File: config.mk
export PLATFORM = sky130hd
export DESIGN_NAME = http_request_byte_parser_unit
export DESIGN_NICKNAME = d
export VERILOG_FILES = /design/src/rtl/hrbp_pkg.sv /design/src/rtl/hrbp_hdr_track.sv /design/src/rtl/hrbp_phase.sv /design/src/rtl/http_request_byte_parser_unit.sv
export SDC_FILE = /design/constraint.sdc
export NUM_CORES = 1
export LEC_CHECK = 0
export ABC_AREA = 0
export BUFFER_PORTS_ARGS = -buffer_cell sky130_fd_sc_hd__buf_2
export CAP_MARGIN = 25
export CORE_UTILIZATION = 54
export DETAILED_ROUTE_END_ITERATION = 10
export PLACE_DENSITY = 0.77
export SLEW_MARGIN = 20
export SYNTH_ARGS = -nofsm -noshare
export SYNTH_HDL_FRONTEND = slang
export SYNTH_SLANG_ARGS = --single-unit
File: constraint.sdc
create_clock -name clk -period 3.3 [get_ports clk]
set_clock_uncertainty 0.05 [all_clocks]
set_input_delay 0.33 -clock clk [delete_from_list [all_inputs] [get_ports clk]]
set_output_delay 0.33 -clock clk [all_outputs]
set_load 0.01 [all_outputs]
File: src/rtl/hrbp_pkg.sv
// Shared types, codes and character helpers for the HTTP request byte parser.
// No dependencies; used by every module of the block.

package hrbp_pkg;

  // Field tags carried on byte_field and field_closed
  localparam logic [3:0] FieldNone     = 4'd0;
  localparam logic [3:0] FieldMethod   = 4'd1;
  localparam logic [3:0] FieldUrl      = 4'd2;
  localparam logic [3:0] FieldQkey     = 4'd3;
  localparam logic [3:0] FieldQvalue   = 4'd4;
  localparam logic [3:0] FieldProtocol = 4'd5;
  localparam logic [3:0] FieldVersion  = 4'd6;
  localparam logic [3:0] FieldHkey     = 4'd7;
  localparam logic [3:0] FieldHvalue   = 4'd8;
  localparam logic [3:0] FieldBody     = 4'd9;

  // Parse status codes
  localparam logic [2:0] StatusParsing       = 3'd0;
  localparam logic [2:0] StatusComplete      = 3'd1;
  localparam logic [2:0] StatusInvalid       = 3'd2;
  localparam logic [2:0] StatusInvalidMethod = 3'd3;
  localparam logic [2:0] StatusInvalidUrl    = 3'd4;

  // Delimiter characters
  localparam logic [7:0] ChCr    = 8'h0D;
  localparam logic [7:0] ChLf    = 8'h0A;
  localparam logic [7:0] ChSlash = 8'h2F;
  localparam logic [7:0] ChQuery = 8'h3F;
  localparam logic [7:0] ChEqual = 8'h3D;
  localparam logic [7:0] ChAmp   = 8'h26;
  localparam logic [7:0] ChColon = 8'h3A;
  localparam logic [7:0] ChDot   = 8'h2E;
  localparam logic [7:0] ChPlus  = 8'h2B;
  localparam logic [7:0] ChZero  = 8'h30;

  // Length of the "Content-Length" key
  localparam logic [3:0] KeyLen = 4'd14;

  // Number scan phases of the length value
  typedef enum logic [1:0] {
    ScanSkip    = 2'd0,
    ScanDigits  = 2'd1,
    ScanStopped = 2'd2
  } scan_phase_t;

  // Header tracker requests from the phase logic
  typedef struct packed {
    logic restart;
    logic key_first;
    logic key_char;
    logic key_colon;
    logic value_char;
  } hdr_ctl_t;

  // Header tracker state seen by the phase logic
  typedef struct packed {
    logic seen;
    logic positive;
  } hdr_stat_t;

  // Characters of "Content-Length" by position
  function automatic logic [7:0] length_key(input logic [3:0] idx);
    logic [7:0] ch;
    unique case (idx)
      4'd0:    ch = 8'h43; // C
      4'd1:    ch = 8'h6F; // o
      4'd2:    ch = 8'h6E; // n
      4'd3:    ch = 8'h74; // t
      4'd4:    ch = 8'h65; // e
      4'd5:    ch = 8'h6E; // n
      4'd6:    ch = 8'h74; // t
      4'd7:    ch = 8'h2D; // -
      4'd8:    ch = 8'h4C; // L
      4'd9:    ch = 8'h65; // e
      4'd10:   ch = 8'h6E; // n
      4'd11:   ch = 8'h67; // g
      4'd12:   ch = 8'h74; // t
      4'd13:   ch = 8'h68; // h
      default: ch = 8'h00;
    endcase
    return ch;
  endfunction

  function automatic logic is_blank(input logic [7:0] c);
    return (c == 8'h20) || (c == 8'h09);
  endfunction

  function automatic logic is_upper(input logic [7:0] c);
    return (c >= 8'h41) && (c <= 8'h5A);
  endfunction

  function automatic logic is_digit(input logic [7:0] c);
    return (c >= 8'h30) && (c <= 8'h39);
  endfunction

  function automatic logic is_space(input logic [7:0] c);
    return (c == 8'h20) || ((c >= 8'h09) && (c <= 8'h0D));
  endfunction

endpackage

File: src/rtl/hrbp_hdr_track.sv
// Content-Length key matcher and positive-value scanner.
// Depends on hrbp_pkg; driven by requests from hrbp_phase.

module hrbp_hdr_track (
  input  logic                clk,
  input  logic                rst,
  input  logic                fire,
  input  logic [7:0]          data_byte,
  input  hrbp_pkg::hdr_ctl_t  ctl,
  output hrbp_pkg::hdr_stat_t stat
);

  logic                      key_matches;
  logic                      key_matches_next;
  logic [3:0]                key_idx;
  logic [3:0]                key_idx_next;
  logic                      seen;
  logic                      seen_next;
  logic                      positive;
  logic                      positive_next;
  hrbp_pkg::scan_phase_t     scan;
  hrbp_pkg::scan_phase_t     scan_next;
  logic                      colon_match;

  assign colon_match = key_matches && (key_idx == hrbp_pkg::KeyLen);

  // Work out the next match and scan state for this beat
  always_comb begin
    key_matches_next = key_matches;
    key_idx_next     = key_idx;
    seen_next        = seen;
    positive_next    = positive;
    scan_next        = scan;
    if (ctl.restart) begin
      key_matches_next = 1'b0;
      key_idx_next     = 4'd0;
      seen_next        = 1'b0;
      positive_next    = 1'b0;
      scan_next        = hrbp_pkg::ScanSkip;
    end else if (ctl.key_first) begin
      key_matches_next = (data_byte == hrbp_pkg::length_key(4'd0));
      key_idx_next     = 4'd1;
    end else if (ctl.key_char) begin
      if (key_matches && (key_idx < hrbp_pkg::KeyLen) &&
          (data_byte == hrbp_pkg::length_key(key_idx))) begin
        key_idx_next = key_idx + 4'd1;
      end else begin
        key_matches_next = 1'b0;
      end
    end else if (ctl.key_colon) begin
      key_matches_next = colon_match;
      if (colon_match) begin
        seen_next     = 1'b1;
        positive_next = 1'b0;
        scan_next     = hrbp_pkg::ScanSkip;
      end
    end else if (ctl.value_char && key_matches) begin
      // atoi-style scan: white space, optional plus, then digits
      case (scan)
        hrbp_pkg::ScanSkip: begin
          if (hrbp_pkg::is_space(data_byte)) begin
            scan_next = hrbp_pkg::ScanSkip;
          end else if (data_byte == hrbp_pkg::ChPlus) begin
            scan_next = hrbp_pkg::ScanDigits;
          end else if (hrbp_pkg::is_digit(data_byte)) begin
            scan_next = hrbp_pkg::ScanDigits;
            if (data_byte != hrbp_pkg::ChZero) positive_next = 1'b1;
          end else begin
            scan_next = hrbp_pkg::ScanStopped;
          end
        end
        hrbp_pkg::ScanDigits: begin
          if (hrbp_pkg::is_digit(data_byte)) begin
            if (data_byte != hrbp_pkg::ChZero) positive_next = 1'b1;
          end else begin
            scan_next = hrbp_pkg::ScanStopped;
          end
        end
        default: scan_next = scan;
      endcase
    end
  end

  // Hold tracker state between beats
  always_ff @(posedge clk) begin
    if (rst) begin
      key_matches <= 1'b0;
      key_idx     <= 4'd0;
      seen        <= 1'b0;
      positive    <= 1'b0;
      scan        <= hrbp_pkg::ScanSkip;
    end else if (fire) begin
      key_matches <= key_matches_next;
      key_idx     <= key_idx_next;
      seen        <= seen_next;
      positive    <= positive_next;
      scan        <= scan_next;
    end
  end

  assign stat.seen     = seen;
  assign stat.positive = positive;

endmodule

File: src/rtl/hrbp_phase.sv
// Request parse state machine: tags each byte and sets the parse status.
// Depends on hrbp_pkg; issues requests to hrbp_hdr_track.

module hrbp_phase (
  input  logic                clk,
  input  logic                rst,
  input  logic                fire,
  input  logic                restart,
  input  logic [7:0]          data_byte,
  input  logic                buffer_last,
  input  hrbp_pkg::hdr_stat_t hdr_stat,
  output hrbp_pkg::hdr_ctl_t  hdr_ctl,
  output logic [3:0]          byte_field,
  output logic [3:0]          field_closed,
  output logic [2:0]          parse_status,
  output logic                body_follows
);

  typedef enum logic [4:0] {
    PhStart          = 5'd0,
    PhMethod         = 5'd1,
    PhBeforeUrl      = 5'd2,
    PhUrl            = 5'd3,
    PhBeforeQkey     = 5'd4,
    PhQkey           = 5'd5,
    PhBeforeQvalue   = 5'd6,
    PhQvalue         = 5'd7,
    PhBeforeProtocol = 5'd8,
    PhProtocol       = 5'd9,
    PhBeforeVersion  = 5'd10,
    PhVersion        = 5'd11,
    PhGotCr          = 5'd12,
    PhLineStart      = 5'd13,
    PhHkey           = 5'd14,
    PhHvalue         = 5'd15,
    PhBlankCr        = 5'd16,
    PhBody           = 5'd17,
    PhComplete       = 5'd18,
    PhInvalid        = 5'd19,
    PhInvalidMethod  = 5'd20,
    PhInvalidUrl     = 5'd21
  } phase_t;

  phase_t     phase;
  phase_t     phase_next;
  logic       body_flag;
  logic       body_flag_next;
  logic [7:0] c;
  logic       crlf_blank;

  assign c          = data_byte;
  assign crlf_blank = (c == hrbp_pkg::ChCr) || (c == hrbp_pkg::ChLf) || hrbp_pkg::is_blank(c);

  // Decode the byte against the current phase
  always_comb begin
    phase_next     = phase;
    body_flag_next = body_flag;
    byte_field     = hrbp_pkg::FieldNone;
    field_closed   = hrbp_pkg::FieldNone;
    hdr_ctl        = '0;
    if (restart) begin
      phase_next      = PhStart;
      body_flag_next  = 1'b0;
      hdr_ctl.restart = 1'b1;
    end else begin
      unique case (phase)
        PhStart: begin
          if (crlf_blank) begin
            phase_next = PhStart;
          end else if (hrbp_pkg::is_upper(c)) begin
            phase_next = PhMethod;
            byte_field = hrbp_pkg::FieldMethod;
          end else begin
            phase_next = PhInvalid;
          end
        end
        PhMethod: begin
          if (hrbp_pkg::is_upper(c)) begin
            byte_field = hrbp_pkg::FieldMethod;
          end else if (hrbp_pkg::is_blank(c)) begin
            field_closed = hrbp_pkg::FieldMethod;
            phase_next   = PhBeforeUrl;
          end else begin
            phase_next = PhInvalidMethod;
          end
        end
        PhBeforeUrl: begin
          if (c == hrbp_pkg::ChSlash) begin
            phase_next = PhUrl;
            byte_field = hrbp_pkg::FieldUrl;
          end else if (!hrbp_pkg::is_blank(c)) begin
            phase_next = PhInvalidUrl;
          end
        end
        PhUrl: begin
          if (c == hrbp_pkg::ChQuery) begin
            field_closed = hrbp_pkg::FieldUrl;
            phase_next   = PhBeforeQkey;
          end else if (hrbp_pkg::is_blank(c)) begin
            field_closed = hrbp_pkg::FieldUrl;
            phase_next   = PhBeforeProtocol;
          end else begin
            byte_field = hrbp_pkg::FieldUrl;
          end
        end
        PhBeforeQkey: begin
          if (crlf_blank) begin
            phase_next = PhInvalid;
          end else begin
            phase_next = PhQkey;
            byte_field = hrbp_pkg::FieldQkey;
          end
        end
        PhQkey: begin
          if (c == hrbp_pkg::ChEqual) begin
            field_closed = hrbp_pkg::FieldQkey;
            phase_next   = PhBeforeQvalue;
          end else if (hrbp_pkg::is_blank(c)) begin
            phase_next = PhInvalid;
          end else begin
            byte_field = hrbp_pkg::FieldQkey;
          end
        end
        PhBeforeQvalue: begin
          if (crlf_blank) begin
            phase_next = PhInvalid;
          end else begin
            phase_next = PhQvalue;
            byte_field = hrbp_pkg::FieldQvalue;
          end
        end
        PhQvalue: begin
          if (c == hrbp_pkg::ChAmp) begin
            field_closed = hrbp_pkg::FieldQvalue;
            phase_next   = PhBeforeQkey;
          end else if (hrbp_pkg::is_blank(c)) begin
            field_closed = hrbp_pkg::FieldQvalue;
            phase_next   = PhBeforeProtocol;
          end else begin
            byte_field = hrbp_pkg::FieldQvalue;
          end
        end
        PhBeforeProtocol: begin
          if (!hrbp_pkg::is_blank(c)) begin
            phase_next = PhProtocol;
            byte_field = hrbp_pkg::FieldProtocol;
          end
        end
        PhProtocol: begin
          if (c == hrbp_pkg::ChSlash) begin
            field_closed = hrbp_pkg::FieldProtocol;
            phase_next   = PhBeforeVersion;
          end else begin
            byte_field = hrbp_pkg::FieldProtocol;
          end
        end
        PhBeforeVersion: begin
          if (hrbp_pkg::is_digit(c)) begin
            phase_next = PhVersion;
            byte_field = hrbp_pkg::FieldVersion;
          end else begin
            phase_next = PhInvalid;
          end
        end
        PhVersion: begin
          if (hrbp_pkg::is_digit(c) || (c == hrbp_pkg::ChDot)) begin
            byte_field = hrbp_pkg::FieldVersion;
          end else if (c == hrbp_pkg::ChCr) begin
            field_closed = hrbp_pkg::FieldVersion;
            phase_next   = PhGotCr;
          end else begin
            phase_next = PhInvalid;
          end
        end
        PhGotCr: begin
          phase_next = (c == hrbp_pkg::ChLf) ? PhLineStart : PhInvalid;
        end
        PhLineStart: begin
          if (c == hrbp_pkg::ChCr) begin
            phase_next = PhBlankCr;
          end else if (hrbp_pkg::is_blank(c)) begin
            phase_next = PhInvalid;
          end else begin
            phase_next        = PhHkey;
            byte_field        = hrbp_pkg::FieldHkey;
            hdr_ctl.key_first = 1'b1;
          end
        end
        PhHkey: begin
          if (c == hrbp_pkg::ChColon) begin
            field_closed      = hrbp_pkg::FieldHkey;
            phase_next        = PhHvalue;
            hdr_ctl.key_colon = 1'b1;
          end else begin
            byte_field       = hrbp_pkg::FieldHkey;
            hdr_ctl.key_char = 1'b1;
          end
        end
        PhHvalue: begin
          if (c == hrbp_pkg::ChCr) begin
            field_closed = hrbp_pkg::FieldHvalue;
            phase_next   = PhGotCr;
          end else begin
            byte_field         = hrbp_pkg::FieldHvalue;
            hdr_ctl.value_char = 1'b1;
          end
        end
        PhBlankCr: begin
          // Decide on a body at the end of the blank line
          if (c == hrbp_pkg::ChLf) begin
            body_flag_next = hdr_stat.seen ? hdr_stat.positive : !buffer_last;
            phase_next     = body_flag_next ? PhBody : PhComplete;
          end else begin
            phase_next = PhInvalid;
          end
        end
        PhBody: begin
          byte_field = hrbp_pkg::FieldBody;
          if (buffer_last) phase_next = PhComplete;
        end
        PhComplete:      phase_next = PhComplete;
        PhInvalid:       phase_next = PhInvalid;
        PhInvalidMethod: phase_next = PhInvalid;
        PhInvalidUrl:    phase_next = PhInvalid;
        default:         phase_next = PhInvalid;
      endcase
    end
  end

  // Map the phase after this byte to a status code
  always_comb begin
    case (phase_next)
      PhComplete:      parse_status = hrbp_pkg::StatusComplete;
      PhInvalid:       parse_status = hrbp_pkg::StatusInvalid;
      PhInvalidMethod: parse_status = hrbp_pkg::StatusInvalidMethod;
      PhInvalidUrl:    parse_status = hrbp_pkg::StatusInvalidUrl;
      default:         parse_status = hrbp_pkg::StatusParsing;
    endcase
  end

  assign body_follows = body_flag_next;

  // Hold phase and body flag between beats
  always_ff @(posedge clk) begin
    if (rst) begin
      phase     <= PhStart;
      body_flag <= 1'b0;
    end else if (fire) begin
      phase     <= phase_next;
      body_flag <= body_flag_next;
    end
  end

endmodule

File: src/rtl/http_request_byte_parser_unit.sv
// Top level of the HTTP request byte parser: input register, parse logic, result register.
// Depends on hrbp_pkg, hrbp_phase and hrbp_hdr_track.
//
//   channel  | handshake            | payload
//   ---------+----------------------+------------------------------------------------
//   in       | in_valid / in_stall  | action, data_byte, buffer_last
//   out      | out_valid / out_stall| byte_echo, byte_field, field_closed,
//            |                      | parse_status, body_follows
//
// One beat per cycle sustained while the output does not stall; a byte is held in the input
// register, then loaded into the result register once that register is free to take it.
// Reset is synchronous and returns the parser to the start of a request.
// A stall on the output holds the result register; the input register takes at most one
// more beat, and the input then stalls until the result is taken.

module http_request_byte_parser_unit (
  input  logic       clk,
  input  logic       rst,
  input  logic       in_valid,
  output logic       in_stall,
  input  logic       action,
  input  logic [7:0] data_byte,
  input  logic       buffer_last,
  output logic       out_valid,
  input  logic       out_stall,
  output logic [7:0] byte_echo,
  output logic [3:0] byte_field,
  output logic [3:0] field_closed,
  output logic [2:0] parse_status,
  output logic       body_follows
);

  logic                s_valid;
  logic                s_action;
  logic [7:0]          s_byte;
  logic                s_last;
  logic                out_free;
  logic                s_fire;
  logic                in_fire;
  hrbp_pkg::hdr_ctl_t  hdr_ctl;
  hrbp_pkg::hdr_stat_t hdr_stat;
  logic [3:0]          field_c;
  logic [3:0]          closed_c;
  logic [2:0]          status_c;
  logic                body_c;

  assign out_free = !out_valid || !out_stall;
  assign s_fire   = s_valid && out_free;
  assign in_stall = s_valid && !out_free;
  assign in_fire  = in_valid && !in_stall;

  // Capture the incoming beat
  always_ff @(posedge clk) begin
    if (rst) begin
      s_valid <= 1'b0;
    end else if (in_fire) begin
      s_valid <= 1'b1;
    end else if (s_fire) begin
      s_valid <= 1'b0;
    end
  end

  always_ff @(posedge clk) begin
    if (in_fire) begin
      s_action <= action;
      s_byte   <= data_byte;
      s_last   <= buffer_last;
    end
  end

  hrbp_phase u_phase (
    .clk          (clk),
    .rst          (rst),
    .fire         (s_fire),
    .restart      (s_action),
    .data_byte    (s_byte),
    .buffer_last  (s_last),
    .hdr_stat     (hdr_stat),
    .hdr_ctl      (hdr_ctl),
    .byte_field   (field_c),
    .field_closed (closed_c),
    .parse_status (status_c),
    .body_follows (body_c)
  );

  hrbp_hdr_track u_hdr (
    .clk       (clk),
    .rst       (rst),
    .fire      (s_fire),
    .data_byte (s_byte),
    .ctl       (hdr_ctl),
    .stat      (hdr_stat)
  );

  // Load the result register, drop the beat once taken
  always_ff @(posedge clk) begin
    if (rst) begin
      out_valid <= 1'b0;
    end else if (s_fire) begin
      out_valid <= 1'b1;
    end else if (!out_stall) begin
      out_valid <= 1'b0;
    end
  end

  always_ff @(posedge clk) begin
    if (s_fire) begin
      byte_echo    <= s_byte;
      byte_field   <= field_c;
      field_closed <= closed_c;
      parse_status <= status_c;
      body_follows <= body_c;
    end
  end

  // A byte is either part of a field or a delimiter, never both
  a_field_or_delim: assert property (@(posedge clk) disable iff (rst)
    out_valid && (byte_field != hrbp_pkg::FieldNone) |-> field_closed == hrbp_pkg::FieldNone)
    else $error("byte tagged as field and delimiter");

  // Invalid states tag nothing
  a_invalid_untagged: assert property (@(posedge clk) disable iff (rst)
    out_valid && (parse_status != hrbp_pkg::StatusParsing) &&
    (parse_status != hrbp_pkg::StatusComplete)
    |-> (byte_field == hrbp_pkg::FieldNone) && (field_closed == hrbp_pkg::FieldNone))
    else $error("field tag during invalid status");

  // Body bytes only after the blank line chose a body
  a_body_flag: assert property (@(posedge clk) disable iff (rst)
    out_valid && (byte_field == hrbp_pkg::FieldBody) |-> body_follows)
    else $error("body byte without body flag");

  // Input stalls only behind a held result
  a_stall_cause: assert property (@(posedge clk) disable iff (rst)
    in_stall |-> s_valid && out_valid && out_stall)
    else $error("input stalled without a held result");

endmodule
; After elaboration in Yosys (flattened, before gate mapping)
; Memories as Yosys holds them, arrays and structs flattened. A register that Yosys moved wholly into a read port is not among the register bits.
; Index checks and enable logic that the tools add are counted.
[totals]
latchBits = 0
elab_cells = 229
memories = 1
out_inout_bits = 22
ramBits = 0
in_bits = 14
romBits = 112
reg_bits = 47
[op_classes]
reduce_logical = 36
addsub = 1
bitwise_logic = 0
n_div = 0
muxes = 121
order_cmp = 7
shifts = 0
eq_ne = 46
n_mul = 0
[memory_table]
columns = memory, words, width, read_ports, rd_ports_with_merged_regs, wr, line
row1 = (name not given), 16, 7, 1, 1, 0, hrbp_pkg.sv:65  ; unique case (idx)
[ops]
columns = op, n
row1 = $mux 5, 26
row2 = $pmux 5 s19, 1
row3 = $mux 4, 18
row4 = $eq 8x6->1 const B, 8
row5 = $pmux 4 s16, 1
row6 = $eq 5x4->1 const B, 8
row7 = $mux 1, 38
row8 = $mux 2, 18
row9 = $mux 3, 12
row10 = $eq 5x5->1 const B, 7
row11 = $pmux 4 s8, 1
row12 = $eq 8x4->1 const B, 3
row13 = $mux 8, 3
row14 = $eq 5x3->1 const B, 4
row15 = $ne 4x4->1 const B, 4
row16 = $pmux 3 s4, 1
row17 = $eq 5x2->1 const B, 2
row18 = $logic_and 1x1->1, 10
row19 = $reduce_bool 3->1, 3
row20 = $eq 8x7->1 const B, 1
row21 = $eq 8x8->1, 1
row22 = $ge 8x4->1 const B, 1
row23 = $ge 8x6->1 const B, 1
row24 = $ge 8x7->1 const B, 1
row25 = other kinds (23), 38

; Longest topological paths before layout
; Gate-level depths: netlist (run 1).
[logic_depth]
depth_word = 17
mapped_depth = 13
ltp_nobuf = 11

; Modules after synthesis
; A second synthesis (run 1) with hierarchy kept.
[hier_totals]
hier_cells = 457
area_unflattened_um2 = 4051.4
[modules_own_cells]
columns = mod, cells_per_inst, n_inst, seq_area_each_um2, area_per_inst_um2
row1 = hrbp_phase, 262, 1, 120.1, 1793.0
row2 = hrbp_hdr_track, 155, 1, 320.3, 1271.2
row3 = http_request_byte_parser_unit, 40, 1, 940.9, 987.2

; Worst setup path before layout (run 1)
; OpenSTA, ideal clock, no wires.
[synth_timing]
path_kind = register -> register
start = register s_byte[3]
end = register (tool-made name)
stages_incl_launch_ff = 14
t_required_ns = 3.130
synth_period_minus_slack_ns = 3.143
t_arrival_ns = 2.974
setup_time_ns = 0.120
path_buffers = 2
path_slack_ns = 0.157
path_cell_list = edfxtp_1 > buf_6 > or3b_4 > a2111o_1 > clkbuf_1 > nand3_1 > a21oi_1 > o22ai_1 > nor2_1 > inv_1 > ha_1 > nor2_1 > a21oi_1 > a211o_1
[synth_lines]
columns = element, line
row1 = start: declaration, http_request_byte_parser_unit.sv:35  ; logic [7:0] s_byte;
row2 = start signal: assignment, http_request_byte_parser_unit.sv:66  ; s_byte <= data_byte;

==> impl_metrics.yaml, run 1 <==
finish:
  final_cell_mix: "nor2_1, buf_4, buf_2"
  multi_input_area_um2: 2190
  regArea_um2: 1380
  nets: 514
  area_growth_syn_to_layout_pct: 13.2
  layout.cells.non_filler: 590
  fin_util: 0.637
  drive_above_1_share: 0.233
  antenna_cells: 0
  fillCellCount: 587
global_route:
  grt_pass1_vias: 3450
  antenna_found_initial: 0
  grt_remaining_overflow: 0
  grt_pass1_wl_um: 17300
  grt_start_max_net_pins: 25
  grt_usage: 0.298
power_and_ir_drop:
  power.leakage_nw: 1.57
  ir_drop_mv: 0.179
  p_per_area_nw_per_um2: 311
timing:
  finalHoldViolCount: 0
  fmax_mhz: 317
  finalSetupTns_ns: 0
  whs_ns: 0.136
  worstMarginPinSlew_ns: 0.555
  min_period_over_period: 0.955
  finalWorstSetupSlack_ns: 0.148
  drv_slew: 0
  period_minus_slack_ns: 3.15
  rsz0062_at_grt: "no"
  setup_viol: 0
  slew_headroom: 0.620
floorplanning:
  die_area_um2: 7460
  io_pins: 36
  coreArea_um2: 6830
  fp-row-count: 30
  start_util: 0.563
  die_w_um: 86.4
  dieHeight_um: 86.4
route:
  antenna_left: 0
  drt-total-wl_um: 10700
  detail_route.first_pass.iterations: 5
  route.vias.total: 3735
  drt_iter0_markers: 351
  wl_per_cell_um: 18.2
  avgViaCountPerCell: 6.33
  drcViolationCount: 0
setup_path:
  crit_top_cell: "a21oi_1"
  crit_path_top_delay_cell: "a2111o_1"
  cp_cell_sequence: "or3b_4 -> a2111o_1 -> a31o_2 -> o21ai_1 -> a21oi_1 -> nor2_2 -> buf_4 -> ha_1 -> nor2_1 -> a21oi_1 -> a211o_1"
  slowest_delay_ns: 0.53
  worstSetupPathType: "reg2reg"
  arrival_ns: 3.31
  worst-path-max-fanout: 6
  worstPathRequired_ns: 3.46
  worstSetupEndpointType: "flip-flop"
  crit_path_start_kind: "flip-flop"
synth:
  synth.cell_area_um2: 3840
  synth_seq_cells: 54
  ys_warn_count: 0
  yosys.area.top_type: "edfxtp_1"
  synth_edf_count: 30
  synthArstFlopShare: 0
  synth_area_leaders: "edfxtp_1, dfxtp_1, a21oi_1"
  synthesis.nets: 461
  yosysSeqAreaShare: 0.359
  syn_avg_cell_area_um2: 8.74
  synth_top_cell_area_share: 0.234
  synthFlopType: "edfxtp_1"
  synth_cell_types: 82
  postSynthCellCount: 440
clocking:
  cts_root_buf: "clkbuf_8"
  clk_pin_slew_worst_paths_ns: 0.10
  clock_sinks: 54
  ctsHoldBuffers: 0
  cts_buffers: 5
  cts_tree: "done"
  clk_latency_ns: 0.31
  htree_levels: 2
  clock_path_buffers: 2
place:
  pre_cts_ws_ns: 0.0866
  globalplace.congestion: 0.946
  io_buffers: 35
  hpwl_um: 7950
  post-place-cells: 580
flow_run:
  maxCapViolations: 0
outcome:
  status: "complete, no violations"
min_path:
  hold_class: "in2reg"
## worst paths after layout
| kind | start | cells past startpoint | to | slack (ns) |
|---|---|---|---|---|
| worst max-delay path | s_byte[5] | 11 | flip-flop | 0.15 |
| worst min-delay path | data_byte[1] | 1 | s_byte[1] | 0.14 |
| worst max register to register | s_byte[5] | 11 | flip-flop | 0.15 |
| worst min register to register | u_phase.body_flag | 2 | u_phase.body_flag | 0.43 |
## kinds of logic after synthesis
| group | count (synthesis) | share of synthesized area |
|---|---|---|
| xor gates and xnor gates | 10 | 0.0247 |
| muxes | 6 | 0.0163 |
| DFF | 54 | 0.359 |
| and+or+nand+nor | 187 | 0.266 |
| buffers and inverters | 48 | 0.0771 |
| AOI/OAI and AO/OA | 128 | 0.234 |
| adders and majority gates | 7 | 0.0228 |
## critical path: cells and delay by family (launching register included)
family / cells / cell delay (ns)
compound gates: 6 / 1.43
fa+ha+maj: 1 / 0.23
buf+inv: 1 / 0.14
flops: 1 / 0.44
simple gates: 3 / 0.73
## metal layers
| layer | routed length (µm) | track usage | part of all wire | vias up |
|---|---|---|---|---|
| met5 | 0 | 0 | 0 | - |
| met4 | 476 | 0.142 | 0.044 | 0 |
| met1 | 4550 | 0.380 | 0.42 | 1763 |
| met2 | 5020 | 0.490 | 0.47 | 173 |
| met3 | 684 | 0.0533 | 0.064 | 49 |
| li1 | - | - | - | 1750 |
## cells in the mapped netlist, types with 3 or more instances
| cell type | number |
|---|---|
| nor3b_1 | 6 |
| edfxtp_1 | 30 |
| or3_1 | 7 |
| nor2_1 | 44 |
| buf_6 | 3 |
| nor2b_1 | 6 |
| a31oi_1 | 7 |
| clkbuf_1 | 19 |
| ha_1 | 7 |
| o211ai_1 | 3 |
| nand3_1 | 19 |
| o21a_1 | 3 |
| dfxtp_1 | 24 |
| a2111oi_0 | 4 |
| inv_1 | 13 |
| nand2_1 | 34 |
| nand3b_1 | 3 |
| and3_1 | 4 |
| a22oi_1 | 7 |
| xor2_1 | 8 |
| o22ai_1 | 6 |
| a21oi_1 | 33 |
| nor3_1 | 20 |
| a211oi_1 | 10 |
| nand2b_1 | 3 |
| mux2i_1 | 4 |
| and2_1 | 4 |
| nor4_1 | 7 |
| nand4_1 | 5 |
| o21ai_0 | 24 |
| or3b_2 | 3 |
| a21o_1 | 3 |
| clkbuf_8 | 6 |
## stage by stage
step           area [µm²]  total power [mW]
6_report             4350              1.35
5_1_grt              4350              1.40
4_1_cts              4310              1.35
3_5_place_dp         4230             0.985
3_3_place_gp         4230             0.981
2_1_floorplan        3840             0.910
## layout make-up
class                      count  share of cell area
sequential                    54               0.317
clock buffer                   6              0.0167
tap                           96              0.0276
inverter                      15              0.0129
multi-input combinational    338               0.503
timing repair buffer          79               0.119
clock inverter                 2             0.00288
## report_power, final
group / internal (mW) / leakage [nW] / switching (mW)
logic: 0.0885 / 1.05 / 0.140
clock network: 0.151 / 0.0432 / 0.223
registers: 0.734 / 0.479 / 0.0162
## what timing repair did
action | in CTS | in global routing
resized for setup | 0 | 6
endpoints found under the setup margin | 0 | 8
buffers inserted | 0 | 2
Note: power is estimated with default switching activity, not from simulation.
==> run 2, diff against run 1 <==
Settings changed: CORE_UTILIZATION 54 to 45, PLACE_DENSITY 0.77 to 0.66.
==> run 2 against run 1 <==
Clock power rose by 7.2%. Flip-flop and latch count did not move. Core utilization fell by 11 points. Register-to-register slack improved by 0.02 ns. Die area rose by 20%. Via count fell by 2.7%. Critical path depth fell by 3. Routed wire length barely moved. Hold slack got worse by 0.0077 ns. Sequential share of layout area fell by 0.30 points. Combinational power barely moved. Non-clock buffer count rose by 6.
==> impl_metrics.yaml, run 2 (synthesis gave the netlist of run 1 again) <==
timing:
  period_minus_slack_ns: 3.13
  rsz0062_at_grt: "no"
  worstMarginPinSlew_ns: 0.549
  fmax_mhz: 319
  whs_ns: 0.128
  min_period_over_period: 0.950
  finalWorstSetupSlack_ns: 0.166
  setup_viol: 0
  slew_headroom: 0.630
  finalHoldViolCount: 0
  finalSetupTns_ns: 0
  drv_slew: 0
floorplanning:
  die_w_um: 94.4
  start_util: 0.466
  coreArea_um2: 8260
  die_area_um2: 8920
  io_pins: 36
  fp-row-count: 33
  dieHeight_um: 94.4
finish:
  area_growth_syn_to_layout_pct: 14.3
  antenna_cells: 0
  final_area_um2: 4390
  mostFrequentLayoutCell: "buf_4"
  nets: 520
  final_cell_mix: "buf_4, nor2_1, buf_2"
  drive_above_1_share: 0.242
  fillCellCount: 788
power_and_ir_drop:
  power_frac_comb: 0.166
  p_sw_uw: 396
  fin_total_pwr_mw: 1.38
  clkPwrFrac: 0.291
  ir_drop_mv: 0.175
  intPower_uw: 982
  p_per_area_nw_per_um2: 314
  p_seq_frac: 0.544
  power.leakage_nw: 1.60
  switching_share: 0.287
clocking:
  cts_tree: "done"
  clk_latency_ns: 0.32
  clock_path_buffers: 2
  clk_pin_slew_worst_paths_ns: 0.11
  clock_sinks: 54
  ctsHoldBuffers: 0
  cts_buffers: 5
  post_cts_buffers: 0
  htree_levels: 2
  cts_root_buf: "clkbuf_8"
place:
  hpwl_um: 8160
  io_buffers: 35
  pre_cts_ws_ns: 0.132
  placed_cell_area_um2: 4290
  globalplace.congestion: 0.962
min_path:
  whs_path_depth: 1
  hold_class: "in2reg"
setup_path:
  cp.depth: 8
  crit_path_top_delay_cell: "a2111o_1"
  cp_cell_sequence: "or3b_4 -> a2111o_1 -> buf_4 -> a31oi_1 -> a211oi_1 -> xnor2_2 -> mux2_2 -> a22o_1"
  worstSetupEndpointType: "flip-flop"
  worstSetupPathType: "reg2reg"
  rr_worst_depth: 8
  crit_family: "compound AO/OA/AOI/OAI gates"
  crit_path_start_kind: "flip-flop"
  worstPathRequired_ns: 3.47
  slowest_delay_ns: 0.50
  worst-path-max-fanout: 8
  arrival_ns: 3.30
  path_buf_inv: 1
route:
  wl_per_cell_um: 17.7
  route.vias.total: 3634
  drcViolationCount: 0
  detail_route.first_pass.iterations: 5
  avgViaCountPerCell: 6.01
  drt-total-wl_um: 10700
  antenna_left: 0
  drt_iter0_markers: 315
outcome:
  status: "complete, no violations"
global_route:
  grt_start_max_net_pins: 25
  grt_pass1_wl_um: 17200
  grt_usage: 0.252
  grt_remaining_overflow: 0
  antenna_found_initial: 0
  grt_pass1_vias: 3383
flow_run:
  maxCapViolations: 0
## run 2: path summary, 6_finish.rpt
kind | start | to | slack [ns]
worst min-delay path | data_byte[3] | s_byte[3] | 0.13
worst max register to register | s_byte[0] | flip-flop | 0.17
worst max-delay path | s_byte[0] | flip-flop | 0.17
worst min register to register | u_phase.body_flag | u_phase.body_flag | 0.41
## run 2: stage by stage
stage               utilization  cells
floorplan                     -    440
global placement          0.519    597
detailed placement        0.519    597
CTS                       0.531    605
global route              0.532    605
finish                    0.532    605
## run 2: what timing repair did
item,in CTS,in global routing
gates resized for setup,0,2
hold endpoints to repair,0,0
setup endpoints to repair,0,2
## run 2: final cells by class
cell class / instances / area (µm²) / area share
Clock inverter: 3 / 28.8 / 0.00655
Multi-Input combinational cell: 338 / 2180 / 0.495
Tap cell: 105 / 131 / 0.0299
Sequential cell: 54 / 1380 / 0.314
Timing Repair Buffer: 85 / 551 / 0.125
Inverter: 15 / 56.3 / 0.0128
Clock buffer: 5 / 68.8 / 0.0157
## run 2: routing by layer
metal	GRT usage	share of wire
met1	0.317	0.44
met2	0.438	0.50
met3	0.0314	0.040
met4	0.0949	0.025
met5	0	0
## run 2: power by group through the flow
stage	registers (mW)	logic (mW)	clock network [mW]
3_5_place_dp	0.765	0.225	0
5_1_grt	0.753	0.250	0.435
2_1_floorplan	0.768	0.143	0
6_report	0.750	0.228	0.401
3_3_place_gp	0.765	0.222	0
4_1_cts	0.750	0.225	0.417
